$ cat src/rtl/core/pbd_pkg.sv
// Shared types, constants and character classification for the PEM base64 decoder.
package pbd_pkg;

   localparam int unsigned BeginLen = 11;
   localparam int unsigned EndLen   = 9;

   localparam logic [7:0] ChDash  = 8'h2d;
   localparam logic [7:0] ChLf    = 8'h0a;
   localparam logic [7:0] ChCr    = 8'h0d;
   localparam logic [7:0] ChTab   = 8'h09;
   localparam logic [7:0] ChSpace = 8'h20;
   localparam logic [7:0] ChPad   = 8'h3d;
   localparam logic [7:0] ChPlus  = 8'h2b;
   localparam logic [7:0] ChSlash = 8'h2f;

   localparam logic [5:0] SextetPlus  = 6'h3e;
   localparam logic [5:0] SextetSlash = 6'h3f;

   typedef enum logic [1:0] {
      STATUS_RUN   = 2'd0,
      STATUS_OK    = 2'd1,
      STATUS_ERROR = 2'd2
   } status_type;

   // one classified text byte as it sits in the queue
   typedef struct packed {
      logic [7:0] in_byte;
      logic       end_of_text;
      logic       is_dash;
      logic       is_lf;
      logic       is_space;
      logic       is_pad;
      logic       sextet_ok;
      logic [5:0] sextet;
   } entry_type;

   function automatic logic [7:0] begin_char(input logic [3:0] idx);
      logic [7:0] ch;
      unique case (idx)
         4'd0, 4'd1, 4'd2, 4'd3, 4'd4: ch = ChDash;
         4'd5:    ch = 8'h42;
         4'd6:    ch = 8'h45;
         4'd7:    ch = 8'h47;
         4'd8:    ch = 8'h49;
         4'd9:    ch = 8'h4e;
         default: ch = ChSpace;
      endcase
      return ch;
   endfunction

   function automatic logic [7:0] end_char(input logic [3:0] idx);
      logic [7:0] ch;
      unique case (idx)
         4'd0, 4'd1, 4'd2, 4'd3, 4'd4: ch = ChDash;
         4'd5:    ch = 8'h45;
         4'd6:    ch = 8'h4e;
         4'd7:    ch = 8'h44;
         default: ch = ChSpace;
      endcase
      return ch;
   endfunction

   function automatic entry_type classify(input logic [7:0] b, input logic last);
      entry_type e;
      logic [7:0] v;
      e.in_byte     = b;
      e.end_of_text = last;
      e.is_dash     = (b == ChDash);
      e.is_lf       = (b == ChLf);
      e.is_space    = (b == ChLf) || (b == ChCr) || (b == ChTab) || (b == ChSpace);
      e.is_pad      = (b == ChPad);
      e.sextet_ok   = 1'b1;
      v             = 8'h00;
      if (b >= 8'h41 && b <= 8'h5a) begin
         v = b - 8'd65;
      end else if (b >= 8'h61 && b <= 8'h7a) begin
         v = b - 8'd71;
      end else if (b >= 8'h30 && b <= 8'h39) begin
         v = b + 8'd4;
      end else if (b == ChPlus) begin
         v = {2'b00, SextetPlus};
      end else if (b == ChSlash) begin
         v = {2'b00, SextetSlash};
      end else begin
         e.sextet_ok = 1'b0;
      end
      e.sextet = v[5:0];
      return e;
   endfunction

endpackage

$ cat src/rtl/core/pbd_ifs.sv
// Valid/ready channel interfaces for text input and decoded output.
interface pbd_req_if;
   logic       valid;
   logic       ready;
   logic [7:0] in_byte;
   logic       end_of_text;
   modport source (output valid, output in_byte, output end_of_text, input ready);
   modport sink (input valid, input in_byte, input end_of_text, output ready);
endinterface

interface pbd_rsp_if;
   logic       valid;
   logic       ready;
   logic       has_byte;
   logic [7:0] out_byte;
   logic       finished;
   logic [1:0] status;
   modport source (output valid, output has_byte, output out_byte, output finished,
                   output status, input ready);
   modport sink (input valid, input has_byte, input out_byte, input finished,
                 input status, output ready);
endinterface

$ cat src/rtl/core/pbd_front.sv
// Front end: accepts text beats and classifies each character for the queue.
module pbd_front (
   pbd_req_if.sink            req_chan,
   output logic               push_valid,
   output pbd_pkg::entry_type push_entry,
   input  logic               push_ready
);
   import pbd_pkg::*;

   assign push_valid     = req_chan.valid;
   assign push_entry     = classify(req_chan.in_byte, req_chan.end_of_text);
   assign req_chan.ready = push_ready;

endmodule

$ cat src/rtl/core/pbd_queue.sv
// Small FIFO of classified characters between front and back.
module pbd_queue #(
   parameter int unsigned DEPTH = 2
) (
   input  logic               clock,
   input  logic               reset,
   input  logic               push_valid,
   input  pbd_pkg::entry_type push_entry,
   output logic               push_ready,
   output logic               pop_valid,
   output pbd_pkg::entry_type pop_entry,
   input  logic               pop_ready
);
   import pbd_pkg::*;

   localparam int unsigned PtrW = (DEPTH > 1) ? $clog2(DEPTH) : 1;
   localparam int unsigned CntW = $clog2(DEPTH + 1);
   localparam logic [PtrW-1:0] LastPtr = PtrW'(DEPTH - 1);

   entry_type       slots_ff [DEPTH];
   logic [PtrW-1:0] wr_ptr_ff, wr_ptr_in;
   logic [PtrW-1:0] rd_ptr_ff, rd_ptr_in;
   logic [CntW-1:0] count_ff, count_in;
   logic            push, pop;

   assign push_ready = (count_ff != CntW'(DEPTH));
   assign pop_valid  = (count_ff != '0);
   assign pop_entry  = slots_ff[rd_ptr_ff];
   assign push       = push_valid && push_ready;
   assign pop        = pop_valid && pop_ready;

   always_comb begin
      wr_ptr_in = wr_ptr_ff;
      rd_ptr_in = rd_ptr_ff;
      count_in  = count_ff;
      if (push) begin
         wr_ptr_in = (wr_ptr_ff == LastPtr) ? '0 : wr_ptr_ff + 1'b1;
      end
      if (pop) begin
         rd_ptr_in = (rd_ptr_ff == LastPtr) ? '0 : rd_ptr_ff + 1'b1;
      end
      if (push && !pop) begin
         count_in = count_ff + 1'b1;
      end else if (pop && !push) begin
         count_in = count_ff - 1'b1;
      end
   end

   always_ff @(posedge clock) begin
      if (reset) begin
         wr_ptr_ff <= '0;
         rd_ptr_ff <= '0;
         count_ff  <= '0;
      end else begin
         wr_ptr_ff <= wr_ptr_in;
         rd_ptr_ff <= rd_ptr_in;
         count_ff  <= count_in;
      end
   end

   always_ff @(posedge clock) begin
      if (push) begin
         slots_ff[wr_ptr_ff] <= push_entry;
      end
   end

   overflow_check: assert property (@(posedge clock) disable iff (reset)
      count_ff == CntW'(DEPTH) |-> !push)
      else $error("queue written while full");

   count_track: assert property (@(posedge clock) disable iff (reset)
      push && !pop |=> count_ff == $past(count_ff) + 1'b1)
      else $error("queue count lost a push");

   underflow_check: assert property (@(posedge clock) disable iff (reset)
      count_ff == '0 |-> !pop)
      else $error("queue read while empty");

endmodule

$ cat src/rtl/core/pbd_back.sv
// Back end: marker tracking, base64 decoding and the registered result beat.
module pbd_back (
   input  logic               clock,
   input  logic               reset,
   input  logic               pop_valid,
   input  pbd_pkg::entry_type pop_entry,
   output logic               pop_ready,
   pbd_rsp_if.source          rsp_chan
);
   import pbd_pkg::*;

   typedef enum logic [1:0] {
      PH_SEEK   = 2'd0,
      PH_HEADER = 2'd1,
      PH_DECODE = 2'd2,
      PH_DONE   = 2'd3
   } phase_type;

   phase_type  phase_ff, phase_in;
   logic [3:0] match_ff, match_in;
   logic       line_start_ff, line_start_in;
   logic [1:0] sextet_idx_ff, sextet_idx_in;
   logic [7:0] partial_ff, partial_in;
   logic       error_ff, error_in;

   logic       rsp_valid_ff;
   logic       has_byte_ff, has_byte_in;
   logic [7:0] out_byte_ff, out_byte_in;
   logic       finished_ff, finished_in;
   status_type status_ff, status_in;

   logic       pop;
   entry_type  e;

   assign e         = pop_entry;
   assign pop_ready = !rsp_valid_ff || rsp_chan.ready;
   assign pop       = pop_valid && pop_ready;

   always_comb begin
      phase_in      = phase_ff;
      match_in      = match_ff;
      line_start_in = line_start_ff;
      sextet_idx_in = sextet_idx_ff;
      partial_in    = partial_ff;
      error_in      = error_ff;
      has_byte_in   = 1'b0;
      out_byte_in   = 8'h00;

      unique case (phase_ff)
         PH_SEEK: begin
            if (match_ff != 4'd0 && match_ff < 4'(BeginLen)) begin
               if (e.in_byte == begin_char(match_ff)) begin
                  if (match_ff == 4'(BeginLen - 1)) begin
                     phase_in = PH_HEADER;
                     match_in = 4'd0;
                  end else begin
                     match_in = match_ff + 4'd1;
                  end
               end else begin
                  match_in      = 4'd0;
                  line_start_in = e.is_lf;
               end
            end else if (line_start_ff && e.is_dash) begin
               match_in      = 4'd1;
               line_start_in = 1'b0;
            end else begin
               match_in      = 4'd0;
               line_start_in = e.is_lf;
            end
         end
         PH_HEADER: begin
            if (e.is_lf) begin
               phase_in      = PH_DECODE;
               line_start_in = 1'b1;
            end
         end
         PH_DECODE: begin
            if (match_ff != 4'd0) begin
               if (match_ff < 4'(EndLen) && e.in_byte == end_char(match_ff)) begin
                  match_in = match_ff + 4'd1;
               end else if (match_ff == 4'(EndLen)) begin
                  phase_in = PH_DONE;
                  match_in = 4'd0;
               end else begin
                  error_in = 1'b1;
                  phase_in = PH_DONE;
                  match_in = 4'd0;
               end
            end else if (line_start_ff && e.is_dash) begin
               match_in      = 4'd1;
               line_start_in = 1'b0;
            end else begin
               line_start_in = e.is_lf;
               if (e.is_space) begin
                  // skip whitespace
               end else if (e.is_pad) begin
                  if (sextet_idx_ff == 2'd1) begin
                     has_byte_in = 1'b1;
                     out_byte_in = partial_ff;
                  end
                  phase_in = PH_DONE;
               end else if (!e.sextet_ok) begin
                  error_in = 1'b1;
                  phase_in = PH_DONE;
                  match_in = 4'd0;
               end else begin
                  unique case (sextet_idx_ff)
                     2'd0: begin
                        partial_in = {e.sextet, 2'b00};
                     end
                     2'd1: begin
                        has_byte_in = 1'b1;
                        out_byte_in = partial_ff | {6'b0, e.sextet[5:4]};
                        partial_in  = {e.sextet[3:0], 4'b0000};
                     end
                     2'd2: begin
                        has_byte_in = 1'b1;
                        out_byte_in = partial_ff | {4'b0, e.sextet[5:2]};
                        partial_in  = {e.sextet[1:0], 6'b000000};
                     end
                     default: begin
                        has_byte_in = 1'b1;
                        out_byte_in = partial_ff | {2'b0, e.sextet};
                     end
                  endcase
                  sextet_idx_in = sextet_idx_ff + 2'd1;
               end
            end
         end
         default: begin
            // hold until end of text
         end
      endcase

      // text ends inside or right after an end marker
      if (e.end_of_text && phase_in == PH_DECODE && match_in != 4'd0) begin
         error_in = 1'b1;
         phase_in = PH_DONE;
         match_in = 4'd0;
      end

      finished_in = (phase_in == PH_DONE) || e.end_of_text;
      if (error_in) begin
         status_in = STATUS_ERROR;
      end else if (finished_in) begin
         status_in = STATUS_OK;
      end else begin
         status_in = STATUS_RUN;
      end

      if (e.end_of_text) begin
         phase_in      = PH_SEEK;
         match_in      = 4'd0;
         line_start_in = 1'b1;
         sextet_idx_in = 2'd0;
         partial_in    = 8'h00;
         error_in      = 1'b0;
      end
   end

   always_ff @(posedge clock) begin
      if (reset) begin
         phase_ff      <= PH_SEEK;
         match_ff      <= 4'd0;
         line_start_ff <= 1'b1;
         sextet_idx_ff <= 2'd0;
         partial_ff    <= 8'h00;
         error_ff      <= 1'b0;
         rsp_valid_ff  <= 1'b0;
      end else begin
         if (pop) begin
            phase_ff      <= phase_in;
            match_ff      <= match_in;
            line_start_ff <= line_start_in;
            sextet_idx_ff <= sextet_idx_in;
            partial_ff    <= partial_in;
            error_ff      <= error_in;
            rsp_valid_ff  <= 1'b1;
         end else if (rsp_chan.ready) begin
            rsp_valid_ff  <= 1'b0;
         end
      end
   end

   always_ff @(posedge clock) begin
      if (pop) begin
         has_byte_ff <= has_byte_in;
         out_byte_ff <= out_byte_in;
         finished_ff <= finished_in;
         status_ff   <= status_in;
      end
   end

   assign rsp_chan.valid    = rsp_valid_ff;
   assign rsp_chan.has_byte = has_byte_ff;
   assign rsp_chan.out_byte = out_byte_ff;
   assign rsp_chan.finished = finished_ff;
   assign rsp_chan.status   = status_ff;

   byte_not_on_error: assert property (@(posedge clock) disable iff (reset)
      rsp_valid_ff && has_byte_ff |-> status_ff != STATUS_ERROR)
      else $error("decoded byte carried with error status");

   running_until_finished: assert property (@(posedge clock) disable iff (reset)
      rsp_valid_ff && !finished_ff |-> status_ff == STATUS_RUN)
      else $error("status set before stream finished");

   last_restores_reset: assert property (@(posedge clock) disable iff (reset)
      pop && e.end_of_text |=> phase_ff == PH_SEEK && match_ff == 4'd0 && !error_ff)
      else $error("end of text did not restart the decoder");

   error_ends_decode: assert property (@(posedge clock) disable iff (reset)
      error_ff |-> phase_ff == PH_DONE)
      else $error("error flag set outside done phase");

endmodule

$ cat src/rtl/core/pem_base64_decoder.sv
// Top level of the PEM base64 decoder: classify front, queue, decode back.
//
//   channel    dir   beat contents                          accepted when
//   req_chan   in    in_byte, end_of_text                   valid && ready
//   rsp_chan   out   has_byte, out_byte, finished, status   valid && ready
//
// One result beat per text beat, one beat per cycle sustained while rsp is ready.
// A req beat is written into the queue, then popped into the result register that drives rsp.
// The back end updates its state and result register together when it pops a beat.
// Reset is synchronous and returns the decoder to seeking the begin marker.
// A stall on rsp fills the queue; req ready drops only when the queue is full.
module pem_base64_decoder #(
   parameter int unsigned QUEUE_DEPTH = 2
) (
   input  logic      clock,
   input  logic      reset,
   pbd_req_if.sink   req_chan,
   pbd_rsp_if.source rsp_chan
);
   import pbd_pkg::*;

   logic      push_valid, push_ready;
   entry_type push_entry;
   logic      pop_valid, pop_ready;
   entry_type pop_entry;

   pbd_front u_front (
      .req_chan   (req_chan),
      .push_valid (push_valid),
      .push_entry (push_entry),
      .push_ready (push_ready)
   );

   pbd_queue #(
      .DEPTH (QUEUE_DEPTH)
   ) u_queue (
      .clock      (clock),
      .reset      (reset),
      .push_valid (push_valid),
      .push_entry (push_entry),
      .push_ready (push_ready),
      .pop_valid  (pop_valid),
      .pop_entry  (pop_entry),
      .pop_ready  (pop_ready)
   );

   pbd_back u_back (
      .clock     (clock),
      .reset     (reset),
      .pop_valid (pop_valid),
      .pop_entry (pop_entry),
      .pop_ready (pop_ready),
      .rsp_chan  (rsp_chan)
   );

endmodule
$ cat src/flat_wrapper.sv
// flat-port wrapper written by rule: the top's interface ports become plain ports
module pem_base64_decoder_flat import pbd_pkg::*;
#(
   parameter int unsigned QUEUE_DEPTH = 2
)
  (clock, reset, req_chan_valid, req_chan_in_byte, req_chan_end_of_text, req_chan_ready, rsp_chan_valid, rsp_chan_has_byte, rsp_chan_out_byte, rsp_chan_finished, rsp_chan_status, rsp_chan_ready);
  pbd_req_if req_chan_i ();
  pbd_rsp_if rsp_chan_i ();
  input  logic clock;
  input  logic reset;
  input wire logic [$bits(req_chan_i.valid)-1:0] req_chan_valid;
  input wire logic [$bits(req_chan_i.in_byte)-1:0] req_chan_in_byte;
  input wire logic [$bits(req_chan_i.end_of_text)-1:0] req_chan_end_of_text;
  output wire logic [$bits(req_chan_i.ready)-1:0] req_chan_ready;
  output wire logic [$bits(rsp_chan_i.valid)-1:0] rsp_chan_valid;
  output wire logic [$bits(rsp_chan_i.has_byte)-1:0] rsp_chan_has_byte;
  output wire logic [$bits(rsp_chan_i.out_byte)-1:0] rsp_chan_out_byte;
  output wire logic [$bits(rsp_chan_i.finished)-1:0] rsp_chan_finished;
  output wire logic [$bits(rsp_chan_i.status)-1:0] rsp_chan_status;
  input wire logic [$bits(rsp_chan_i.ready)-1:0] rsp_chan_ready;
  assign req_chan_i.valid = req_chan_valid;
  assign req_chan_i.in_byte = req_chan_in_byte;
  assign req_chan_i.end_of_text = req_chan_end_of_text;
  assign req_chan_ready = req_chan_i.ready;
  assign rsp_chan_valid = rsp_chan_i.valid;
  assign rsp_chan_has_byte = rsp_chan_i.has_byte;
  assign rsp_chan_out_byte = rsp_chan_i.out_byte;
  assign rsp_chan_finished = rsp_chan_i.finished;
  assign rsp_chan_status = rsp_chan_i.status;
  assign rsp_chan_i.ready = rsp_chan_ready;
  pem_base64_decoder #(.QUEUE_DEPTH(QUEUE_DEPTH)) u_core (.clock(clock), .reset(reset), .req_chan(req_chan_i), .rsp_chan(rsp_chan_i));
endmodule
$ cat config.mk
export PLATFORM = sky130hd
export DESIGN_NAME = pem_base64_decoder_flat
export DESIGN_NICKNAME = d
export VERILOG_FILES = /design/src/rtl/core/pbd_pkg.sv /design/src/rtl/core/pbd_ifs.sv /design/src/rtl/core/pbd_front.sv /design/src/rtl/core/pbd_queue.sv /design/src/rtl/core/pbd_back.sv /design/src/rtl/core/pem_base64_decoder.sv /design/src/flat_wrapper.sv
export SDC_FILE = /design/constraint.sdc
export NUM_CORES = 1
export LEC_CHECK = 0
export BUFFER_PORTS_ARGS = -buffer_cell sky130_fd_sc_hd__buf_2
export CORE_ASPECT_RATIO = 1.25
export CORE_MARGIN = 5
export CORE_UTILIZATION = 39
export CTS_CLUSTER_DIAMETER = 40
export CTS_CLUSTER_SIZE = 24
export DETAILED_ROUTE_END_ITERATION = 10
export SLEW_MARGIN = 25
export SYNTH_ARGS = -nofsm -noshare
export SYNTH_HDL_FRONTEND = slang
export SYNTH_HIERARCHICAL = 1
export SYNTH_SLANG_ARGS = --single-unit
$ cat constraint.sdc
create_clock -name clock -period 5.6 [get_ports clock]
set_clock_uncertainty 0.2 [all_clocks]
set_input_delay 0.28 -clock clock [delete_from_list [all_inputs] [get_ports clock]]
set_output_delay 0.28 -clock clock [all_outputs]
set_load 0.02 [all_outputs]
Word level (Yosys, flattened, before mapping)

Memory sizes are Yosys's and may differ from the RTL's. A register that Yosys moved wholly into a read port is not among the register bits.
Index checks and enable logic that the tools add are counted.

RAM bits: 40
Output and inout port bits: 14
ROM bits: 136
Register bits: 35
Memories kept: 3

Multiplexer cells: 96
Equal/unequal tests: 26
Reduce and logical (&&, ||, !) cells: 35
$lt $le $gt $ge: 8
Bitwise logic cells: 4
Add/subtract/negate cells: 9

Memories:

| memory                  | depth | bits a word | rd ports | clocked after Yosys merged registers in | write ports | line            | text |
|---|---|---|---|---|---|---|---|
| (no name shown)         | 16    | 6           | 1        | 1                                       | 0           | pbd_pkg.sv:39   | `unique case (idx)` |
| (no name shown)         | 8     | 5           | 1        | 1                                       | 0           | pbd_pkg.sv:53   | `unique case (idx)` |
| u_core.u_queue.slots_ff | 2     | 20          | 1        | 1                                       | 1           | pbd_queue.sv:20 | `entry_type slots_ff [DEPTH];` |

Operators by type and width:

| operator             | count |
|---|---|
| $mux W8              | 15 |
| $mux W4              | 13 |
| $pmux W8 S3          | 2 |
| $mux W2              | 21 |
| $eq A8 B6 Y1 const B | 5 |
| $mux W1              | 35 |
| $mux W6              | 5 |
| $eq A8 B4 Y1 const B | 3 |
| $eq A8 B8 Y1         | 2 |
| $ge A8 B7 Y1 const B | 2 |
| $le A8 B7 Y1 const B | 2 |
| $reduce_bool A4 Y1   | 4 |
| $logic_and A1 B1 Y1  | 12 |
| $ne A2 B2 Y1 const B | 5 |
| $reduce_bool A2 Y1   | 5 |
| $eq A2 B2 Y1 const B | 4 |
| $eq A4 B4 Y1 const B | 2 |
| $ge A8 B6 Y1 const B | 1 |
| $le A8 B6 Y1 const B | 1 |
| $lt A4 B4 Y1 const B | 2 |
| $or A8 B2 Y8         | 1 |
| $or A8 B4 Y8         | 1 |
| $or A8 B6 Y8         | 1 |
| $pmux W4 S2          | 1 |
| other kinds (21)     | 33 |

Logic depth before layout (Yosys ltp)

Gate-level depths: netlist (run 1).

Depth after elaboration: 15
Gate-level depth with buffers: 11
Depth with buffers taken out: 10

Hierarchy

Netlist (run 1), hierarchy kept.

Modules (own cells, without submodules):

| module    | cells each | area each (µm²) | times used |
|---|---|---|---|
| pbd_back  | 293        | 2563.7          | 1 |
| pbd_queue | 86         | 1659.1          | 1 |
| pbd_front | 96         | 693.2           | 1 |

Worst setup path after synthesis (run 1)

No wires, ideal clock.

Path type: register to register
From: reg with a tool-made name
To: reg with a tool-made name
Arrival time: 2.523 ns
Library setup time: 0.121 ns
Period minus slack after synthesis: 2.844 ns
Stages on the path, launching flop included: 11
Slack: 2.756 ns
Cell sequence: dfxtp_1 -> buf_2 -> mux2_2 -> or3b_1 -> o22ai_1 -> o211a_2 -> a31o_4 -> a21oi_1 -> o31a_4 -> nor2_4 -> mux2_4

==> results of run 1 <==
Yosys cell counts, types with 6 or more instances:
| master | instances | area (sq um) |
|---|---|---|
| mux2_2 | 20 | 225 |
| a22oi_1 | 10 | 75.1 |
| nor2b_1 | 8 | 50.1 |
| edfxtp_1 | 52 | 1560 |
| clkbuf_1 | 8 | 30.0 |
| nand2_1 | 28 | 105 |
| xor2_1 | 6 | 52.6 |
| o21ai_0 | 18 | 90.1 |
| nand3_1 | 14 | 70.1 |
| ha_1 | 24 | 300 |
| and3_1 | 6 | 37.5 |
| xnor2_1 | 8 | 70.1 |
| and2_1 | 8 | 50.1 |
| o21ai_1 | 6 | 30.0 |
| or3_1 | 6 | 37.5 |
| a21oi_1 | 25 | 125 |
| nor2_1 | 42 | 158 |
| buf_4 | 11 | 82.6 |
| inv_1 | 21 | 78.8 |
| mux2i_1 | 8 | 80.1 |
| nor3_1 | 12 | 60.1 |
| nand2b_1 | 11 | 68.8 |
| dfxtp_1 | 33 | 661 |
report_power, final:
group / switching [W] / total, W / internal, W
clock network: 0.000214 / 0.000513 / 0.000298
logic: 0.000383 / 0.000604 / 0.000221
registers: 0.0000540 / 0.000837 / 0.000783
cell type report:
class / instances / area [sq um]
clock inverter: 3 / 15.0
fill: 1193 / 6910
clock buffer: 13 / 240
sequential: 85 / 2220
timing repair buffer: 28 / 150
multi-input combinational: 341 / 2450
tap: 164 / 205
inverter: 23 / 86.3
worst max-delay path: cells and delay by family (launching register included):
| kind | cells | cell delay [ps] |
|---|---|---|
| flip-flops | 1 | 910 |
| AND/OR/NAND/NOR | 2 | 280 |
| AO/OA/AOI/OAI | 5 | 1340 |
| XOR/XNOR | 1 | 170 |
| multiplexers | 1 | 470 |
how the worst max path moves through the flow:
stage	from	end	slack (ps)	cells after the start
after floorplan	flip-flop	flip-flop	2760	10
after global placement	flip-flop	flip-flop	2190	9
after detailed placement	flip-flop	flip-flop	2150	9
after CTS	flip-flop	flip-flop	2120	9
after global routing	flip-flop	u_core/u_back/rsp_chan.status[0]	1900	9
final	flip-flop	flip-flop	2110	9
logic make-up (layout without fill, tap and decap cells):
group | count (synthesis) | after routing
AOI/OAI and AO/OA | 112 | 112
xor gates and xnor gates | 14 | 14
adders and majority gates | 24 | 24
buffers and inverters | 49 | 67
and+or+nand+nor | 162 | 162
DFF | 85 | 85
muxes | 29 | 29
stage by stage:
step | cell area [sq um] | util (%)
2_1_floorplan | 4920 | -
3_3_place_gp | 5090 | 41.5
3_5_place_dp | 5090 | 41.5
4_1_cts | 5370 | 43.7
5_1_grt | 5370 | 43.7
6_report | 5370 | 43.7
what timing repair did:
action / in CTS / in global routing
endpoints found under the hold margin: 4 / 0
setup buffers: 0 / 0
hold buffers: 2 / 0
gates resized for setup: 0 / 0
layer usage:
layer	up-vias	wire length [um]	track usage, %
met5	-	0	0
met4	0	238	6.84
met3	18	445	2.41
met2	99	4910	23.3
met1	1723	4540	17.1
li1	1777	-	-
==> metrics, run 1 <==
Leak 1.94 nW; RePlAce Congestion 0.904; Wirelength per Cell 15.4 um; vias in the first global route 3416; HP Class in2reg; clk sinks 85; status complete, no violations; Finished Layout Cells 657; Initial Utilization 40.1%; Fin. Hold Viols 0; Power Dens Cells 364 mW/mm^2; Worst Tran Pin Value 938 ps; Die Y 136 um; setup repair after global routing missed its margin no; Synthesized Nets 512; Hold Slack 53.6 ps; # IOs 27; Max Fclk 286 MHz; Cell Rows 45; CP max FO 20; Arr. time, crit path 3490 ps; Routed WL 10.1 mm; Placed Cells 639; number of synthesized register bits 85; worst hold endpoint u_core/u_queue/slots_ff[1][18]; Max IR drop VDD 0.000133 V; antenna diode count 0; number of distinct library cells after synthesis 84; XOR/XNOR Fraction of Synth Area 2.49%; minimum clock period 3490 ps; leading cell type in the layout, fill and taps excluded edfxtp_1; Mapped Avg Cell Area 10.3 sq um; Congestion Overflow GR 0; DRT iter0 DRCs 225; critical path startpoint category flip-flop; Post-Place Setup Slack 2150 ps; Setup violations, final 0; Critical Path, Cell by Cell mux2_2 -> xnor2_1 -> nand3_1 -> o41ai_1 -> a32oi_1 -> o21ai_2 -> a221oi_2 -> o21ai_0 -> nand2_1; Total Power 0.00195 W; routed via count 3617; fin crit share 62.3%; EDFF count, synth 52; nets@finish 525; largest net degree at the start of global routing 27; Critical Path Max Stage Delay 910 ps; Compound-Gate Fraction of Synth Area 16.7%; Port Buf Inserts 26; Post-Synth Adder-Cell Area 6.11%; Ys Warns 6; aggregate global-route resource usage 13.8%; Hold Path Depth 1; die footprint 0.0150 sq mm; vias per cell 5.51; Slowest cell on crit path dfxtp_1; main flop type after synthesis edfxtp_1; flop2flop setup slack 2110 ps; Max-slew headroom 37.5%; Worst R2R Path Depth 9; Seq/Total Area, Yosys 45.2%; Syn Inst Count 475; asr flop ratio synth 0%; DPL Wire Length 7.49 mm; area grow syn2layout 9.19%; Max Root-Sink Buffers 2; max-slew violation count 0; initial antenna violation count 0; Detailed Routing Iterations Pass 1 5; Post-DRT Antenna Nets 0; Mapped Area 0.00492 sq mm; Critical Path RT 5600 ps; multiplexer share of the synthesized area 6.52%; drt drc 0; clock buffer count from CTS 9; share of layout cells above drive strength 1 17.4%; first-pass GRT wire length 17.0 mm; CTS Root Cell clkbuf_16; CTS tree done; Core ar. 0.0123 sq mm; endpoint class of the critical path flip-flop; worst skew pair latency 330 ps; CTS HTree Levels 3; simple-gate portion of the synthesized area 17.9%; critical path class reg2reg; main combinational cell family by area after synthesis simple AND/OR/NAND/NOR gates; setup ws final 2110 ps; min-delay src req_chan_in_byte[6]; setup_tns 0 ps; most frequent cells in the layout edfxtp_1, nor2_1, dfxtp_1; Clock transition at path regs 60 ps; Die Wd 110 um; number of max-cap violations 0
Note: power is estimated with default switching activity, not from simulation.
==> run 2: changes to the inputs <==
Clock period 5.6 ns to 3.2 ns, I/O delays scaled along.
==> run 2 against run 1 <==
Effect of this change:
- global-route usage is 0.57 points higher
- flip-flop and latch count stayed put
- setup slack worse by 1900 ps
- via count is 1.9% higher
- non-clock buffer count is 17 higher
- critical path depth stayed put
- clock-buffer cell count is 1 lower
==> metrics, run 2 (synthesis results as in run 1) <==
initial antenna violation count 0 (unchanged); Setup violations, final 0 (unchanged); CTS Root Cell clkbuf_16; area grow syn2layout 12.9%; clk sinks 85 (unchanged); nets@finish 542 (+3.2%); Worst Tran Pin Value 945 ps (+6.58 ps); worst skew pair latency 340 ps (about the same); # IOs 27 (unchanged); Max Root-Sink Buffers 2 (unchanged); CTS tree done; share of layout cells above drive strength 1 19.2% (+1.8 points); leading cell type in the layout, fill and taps excluded edfxtp_1; setup_tns 0 ps (unchanged); Fin. Hold Viols 0 (unchanged); HP Class in2reg; Die Wd 110 um (unchanged); Max-slew headroom 37.0% (-0.44 points); Port Buf Inserts 26 (unchanged); Flop pwr share 40.0% (-2.9 points); RePlAce Congestion 0.953 (+5.4%); fin crit share 94.3% (+32 points); CP max FO 20 (unchanged); Leak 2.03 nW (+4.9%); Int Pwr 0.00238 W (+83%); Max IR drop VDD 0.000225 V (+69%); critical path class reg2reg; Max Fclk 331 MHz (+16%); setup ws final 183 ps (-1930 ps); Comb power frac 33.0% (+2.1 points); CTS HTree Levels 3 (unchanged); Detailed Routing Iterations Pass 1 5 (unchanged); first-pass GRT wire length 17.4 mm (+2.8%); antenna diode count 0 (unchanged); minimum clock period 3020 ps (-474 ps); critical path startpoint category flip-flop; routed via count 3684 (+1.9%); vias in the first global route 3515 (+2.9%); Cell Rows 45 (unchanged); max-slew violation count 0 (unchanged); die footprint 0.0150 sq mm (unchanged); endpoint class of the critical path flip-flop; status complete, no violations; DRT iter0 DRCs 190 (-16%); Slowest cell on crit path nor4b_1; Core ar. 0.0123 sq mm (unchanged); Clk network pwr share 26.9% (+0.7 points); most frequent cells in the layout edfxtp_1, nor2_1, dfxtp_1; vias per cell 5.47 (-0.72%); Clock transition at path regs 60 ps (about the same); Critical Path, Cell by Cell buf_12 -> mux2_2 -> or3_1 -> nor2b_1 -> o21ai_0 -> nand3_1 -> nor4b_1 -> o21ai_0 -> a21oi_1; Hold Slack 25.3 ps (-28.3 ps); Routed WL 10.6 mm (+5.0%); setup repair after global routing missed its margin no; Post-DRT Antenna Nets 0 (unchanged); switching part of the total power 33.0% (-0.31 points); DPL Wire Length 7.73 mm (+3.2%); Critical Path Max Stage Delay 530 ps (-380 ps); clock buffer count from CTS 9 (unchanged); drt drc 0 (unchanged); Fill cells 1193 (unchanged); number of max-cap violations 0 (unchanged); Arr. time, crit path 3000 ps (-490 ps); Die Y 136 um (unchanged); Wirelength per Cell 15.8 um (+2.3%); CP dominant cell by count o21ai_0; aggregate global-route resource usage 14.4% (+0.57 points); Initial Utilization 40.1% (unchanged); largest net degree at the start of global routing 27 (unchanged); Congestion Overflow GR 0 (unchanged); Post-Place Setup Slack 214 ps (-1930 ps); Critical Path RT 3190 ps (-2410 ps); Power Dens Cells 641 mW/mm^2 (+76%); switching power 0.00117 W (+80%)
[run 2: cell count changes in the layout (fill, tap and decap cells not counted)]
cell	previous run	this run
buf_4	0	8
buf_12	0	1
clkbuf_8	0	2
clkbuf_1	4	1
dlygate4sd3_1	2	10
clkinvlp_4	0	1
[run 2: what timing repair did]
action	4_1_cts	5_1_grt
hold buffers	10	0
gates resized for setup	0	0
buffers inserted	0	0
hold endpoints to repair	18	0
[run 2: per-layer routing]
layer	up-vias	track usage (%)	wire (um)
met2	94	24.5	5180
met5	-	0	0
li1	1808	-	-
met1	1758	17.5	4700
met4	0	7.32	314
met3	24	2.73	440
[run 2: cell type report]
cell class / instances / area, sq um / area share (%)
clock buffer: 12 / 256 / 4.62
clock inverter: 4 / 22.5 / 0.406
inverter: 23 / 86.3 / 1.56
multi-input combinational: 341 / 2450 / 44.1
sequential: 85 / 2220 / 40.0
tap: 164 / 205 / 3.70
timing repair buffer: 45 / 310 / 5.59
[run 2: power by group through the flow]
| stage | combinational, W | clock (W) | sequential (W) |
|---|---|---|---|
| floorplan | 0.000782 | 0 | 0.00151 |
| global placement | 0.00116 | 0 | 0.00144 |
| detailed placement | 0.00117 | 0 | 0.00145 |
| CTS | 0.00118 | 0.000988 | 0.00143 |
| global route | 0.00129 | 0.00102 | 0.00144 |
| finish | 0.00118 | 0.000958 | 0.00142 |
[run 2: worst paths after layout]
kind              slack, ps  cells after the start                   startpoint                          endpoint
setup / recovery        180                      9                    flip-flop  u_core/u_back/rsp_chan.status[0]
hold / removal           30                      1          req_chan_in_byte[4]    u_core/u_queue/slots_ff[0][16]
setup reg to reg        180                      9                    flip-flop  u_core/u_back/rsp_chan.status[0]
hold reg to reg         270                      2  u_core/u_back/line_start_ff       u_core/u_back/line_start_ff
[run 2: critical path: cells and delay by family, from the launching register on]
family          cells  cell delay [ps]
simple gates        4             1310
compound gates      3              470
flops               1              350
mux                 1              370
buf+inv             1              170
[run 2: stage by stage]
| stage | instance area [sq um] | total power (W) | utilization, % | instances |
|---|---|---|---|---|
| finish | 5550 | 0.00356 | 45.2 | 674 |
| global route | 5550 | 0.00375 | 45.2 | 674 |
| CTS | 5550 | 0.00360 | 45.2 | 674 |
| detailed placement | 5170 | 0.00261 | 42.1 | 648 |
| global placement | 5170 | 0.00260 | 42.1 | 648 |
| floorplan | 4920 | 0.00230 | - | 475 |
==> run 3: changes to the inputs <==
Settings changed: CORE_ASPECT_RATIO 1.25 to 0.75.
==> run 3 against run 2 <==
Effect of this change:
- total power grew 2.3%
- flip-flop and latch count is the same
- final cell count grew 0.74%
- die area is essentially flat
- largest power group unchanged
==> metrics, run 3 (synthesis results as in run 1) <==
critical path class reg2reg; max-slew violation count 0 (unchanged); Fill cells 1143 (-4.2%); share of layout cells above drive strength 1 20.1% (+0.86 points); Worst Tran Pin Value 837 ps (-107 ps); Congestion Overflow GR 0 (unchanged); area grow syn2layout 13.6%; Die Y 107 um (-21%); vias in the first global route 3503 (-0.34%); status complete, no violations; Max Root-Sink Buffers 2 (unchanged); Post-Place Setup Slack 191 ps (-23.2 ps); CTS Root Cell clkbuf_16; minimum clock period 3030 ps (+10.7 ps); setup repair after global routing missed its margin no; Initial Utilization 39.9% (-0.10 points); Hold Slack 22.5 ps (-2.84 ps); Port Buf Inserts 26 (unchanged); Detailed Routing Iterations Pass 1 5 (unchanged); Placed Area 0.00520 sq mm (+0.48%); Leak 2.05 nW (+0.97%); Wirelength per Cell 16.5 um (+4.8%); DRT iter0 DRCs 295 (+55%); most frequent cells in the layout edfxtp_1, nor2_1, dfxtp_1; Critical Path RT 3220 ps (+30 ps); Setup violations, final 0 (unchanged); Fin. Hold Viols 0 (unchanged); vias per cell 5.47 (+0.13%); DPL Wire Length 8.08 mm (+4.6%); CTS HTree Levels 3 (unchanged); worst skew pair latency 350 ps (about the same); setup_tns 0 ps (unchanged); HP Class in2reg; Design Area, Final 0.00559 sq mm (+0.61%); Arr. time, crit path 3050 ps (+50 ps); Slowest cell on crit path mux2_2; die footprint 0.0150 sq mm (about the same); critical path startpoint category flip-flop; first-pass GRT wire length 18.2 mm (+4.4%); Cell Rows 35 (-22%); drt drc 0 (unchanged); Clock transition at path regs 70 ps (about the same); endpoint class of the critical path flip-flop; CTS tree done; Die Wd 140 um (+26%); Critical Path Max Stage Delay 390 ps (-140 ps); Max IR drop VDD 0.000476 V (+110%); postcts setup bufs 0 (unchanged); Critical Path, Cell by Cell buf_12 -> mux2_2 -> nor4bb_1 -> a31oi_1 -> o21ai_1 -> a31o_4 -> a21oi_1 -> o31a_4 -> nor2_4 -> mux2_4; clock buffer count from CTS 9 (unchanged); setup ws final 172 ps (-10.7 ps); clk sinks 85 (unchanged); number of max-cap violations 0 (unchanged); RePlAce Congestion 0.924 (-3.1%); Max Fclk 330 MHz (-0.35%); Core ar. 0.0123 sq mm (+0.26%); # IOs 27 (unchanged); Power Dens Cells 652 mW/mm^2 (+1.7%); Post-DRT Antenna Nets 0 (unchanged); antenna diode count 0 (unchanged); Routed WL 11.2 mm (+5.5%); leading cell type in the layout, fill and taps excluded edfxtp_1; routed via count 3716 (+0.87%); CP max FO 20 (unchanged); initial antenna violation count 0 (unchanged); fin crit share 94.6% (+0.34 points); largest net degree at the start of global routing 27 (unchanged); nets@finish 545 (+0.55%); aggregate global-route resource usage 15.1% (+0.66 points); Max-slew headroom 44.1% (+7.1 points)
## run 3: where the power goes
part           switching [W]  internal, W
Combinational       0.000763     0.000454
Sequential         0.0000551      0.00137
Clock               0.000461     0.000537
Total                0.00128      0.00236
## run 3: final cells by class
type	count	area [sq um]	share of cell area, %
sequential	85	2220	39.8
multi-input combinational	341	2450	44.0
inverter	23	86.3	1.55
clock inverter	7	56.3	1.01
clock buffer	9	225	4.03
timing repair buffer	48	333	5.96
tap	166	208	3.72
## run 3: routing by layer
metal	up-vias	part of all wire (%)	global-route usage (%)
met1	1777	51	22.3
met2	110	43	22.0
met4	0	0.91	3.67
met5	-	0	0
li1	1818	-	-
met3	11	5.9	3.79
## run 3: worst max-delay path: cells and delay by family (launching register included)
family | cells | cell delay [ps]
AO/OA/AOI/OAI | 5 | 1040
flip-flops | 1 | 360
buffers and inverters | 1 | 170
AND/OR/NAND/NOR | 2 | 430
multiplexers | 2 | 700
## run 3: repair_timing
action	CTS	global route
endpoints found under the hold margin	17	0
endpoints found under the setup margin	0	2
hold buffers	10	0
gates resized for setup	0	1
## run 3: path summary, 6_finish.rpt
| check | cells past startpoint | slack (ps) | end | start |
|---|---|---|---|---|
| max | 10 | 170 | flip-flop | flip-flop |
| min | 1 | 20 | u_core/u_queue/slots_ff[0][16] | req_chan_in_byte[4] |
| max reg2reg | 10 | 170 | flip-flop | flip-flop |
| min reg2reg | 2 | 280 | u_core/u_back/partial_ff[2] | u_core/u_back/partial_ff[2] |
## run 3: through the flow
stage	power, W	instances	utilization (%)
floorplan	0.00230	475	-
global placement	0.00262	653	42.2
detailed placement	0.00265	653	42.2
CTS	0.00367	679	45.3
global route	0.00384	679	45.4
finish	0.00364	679	45.4
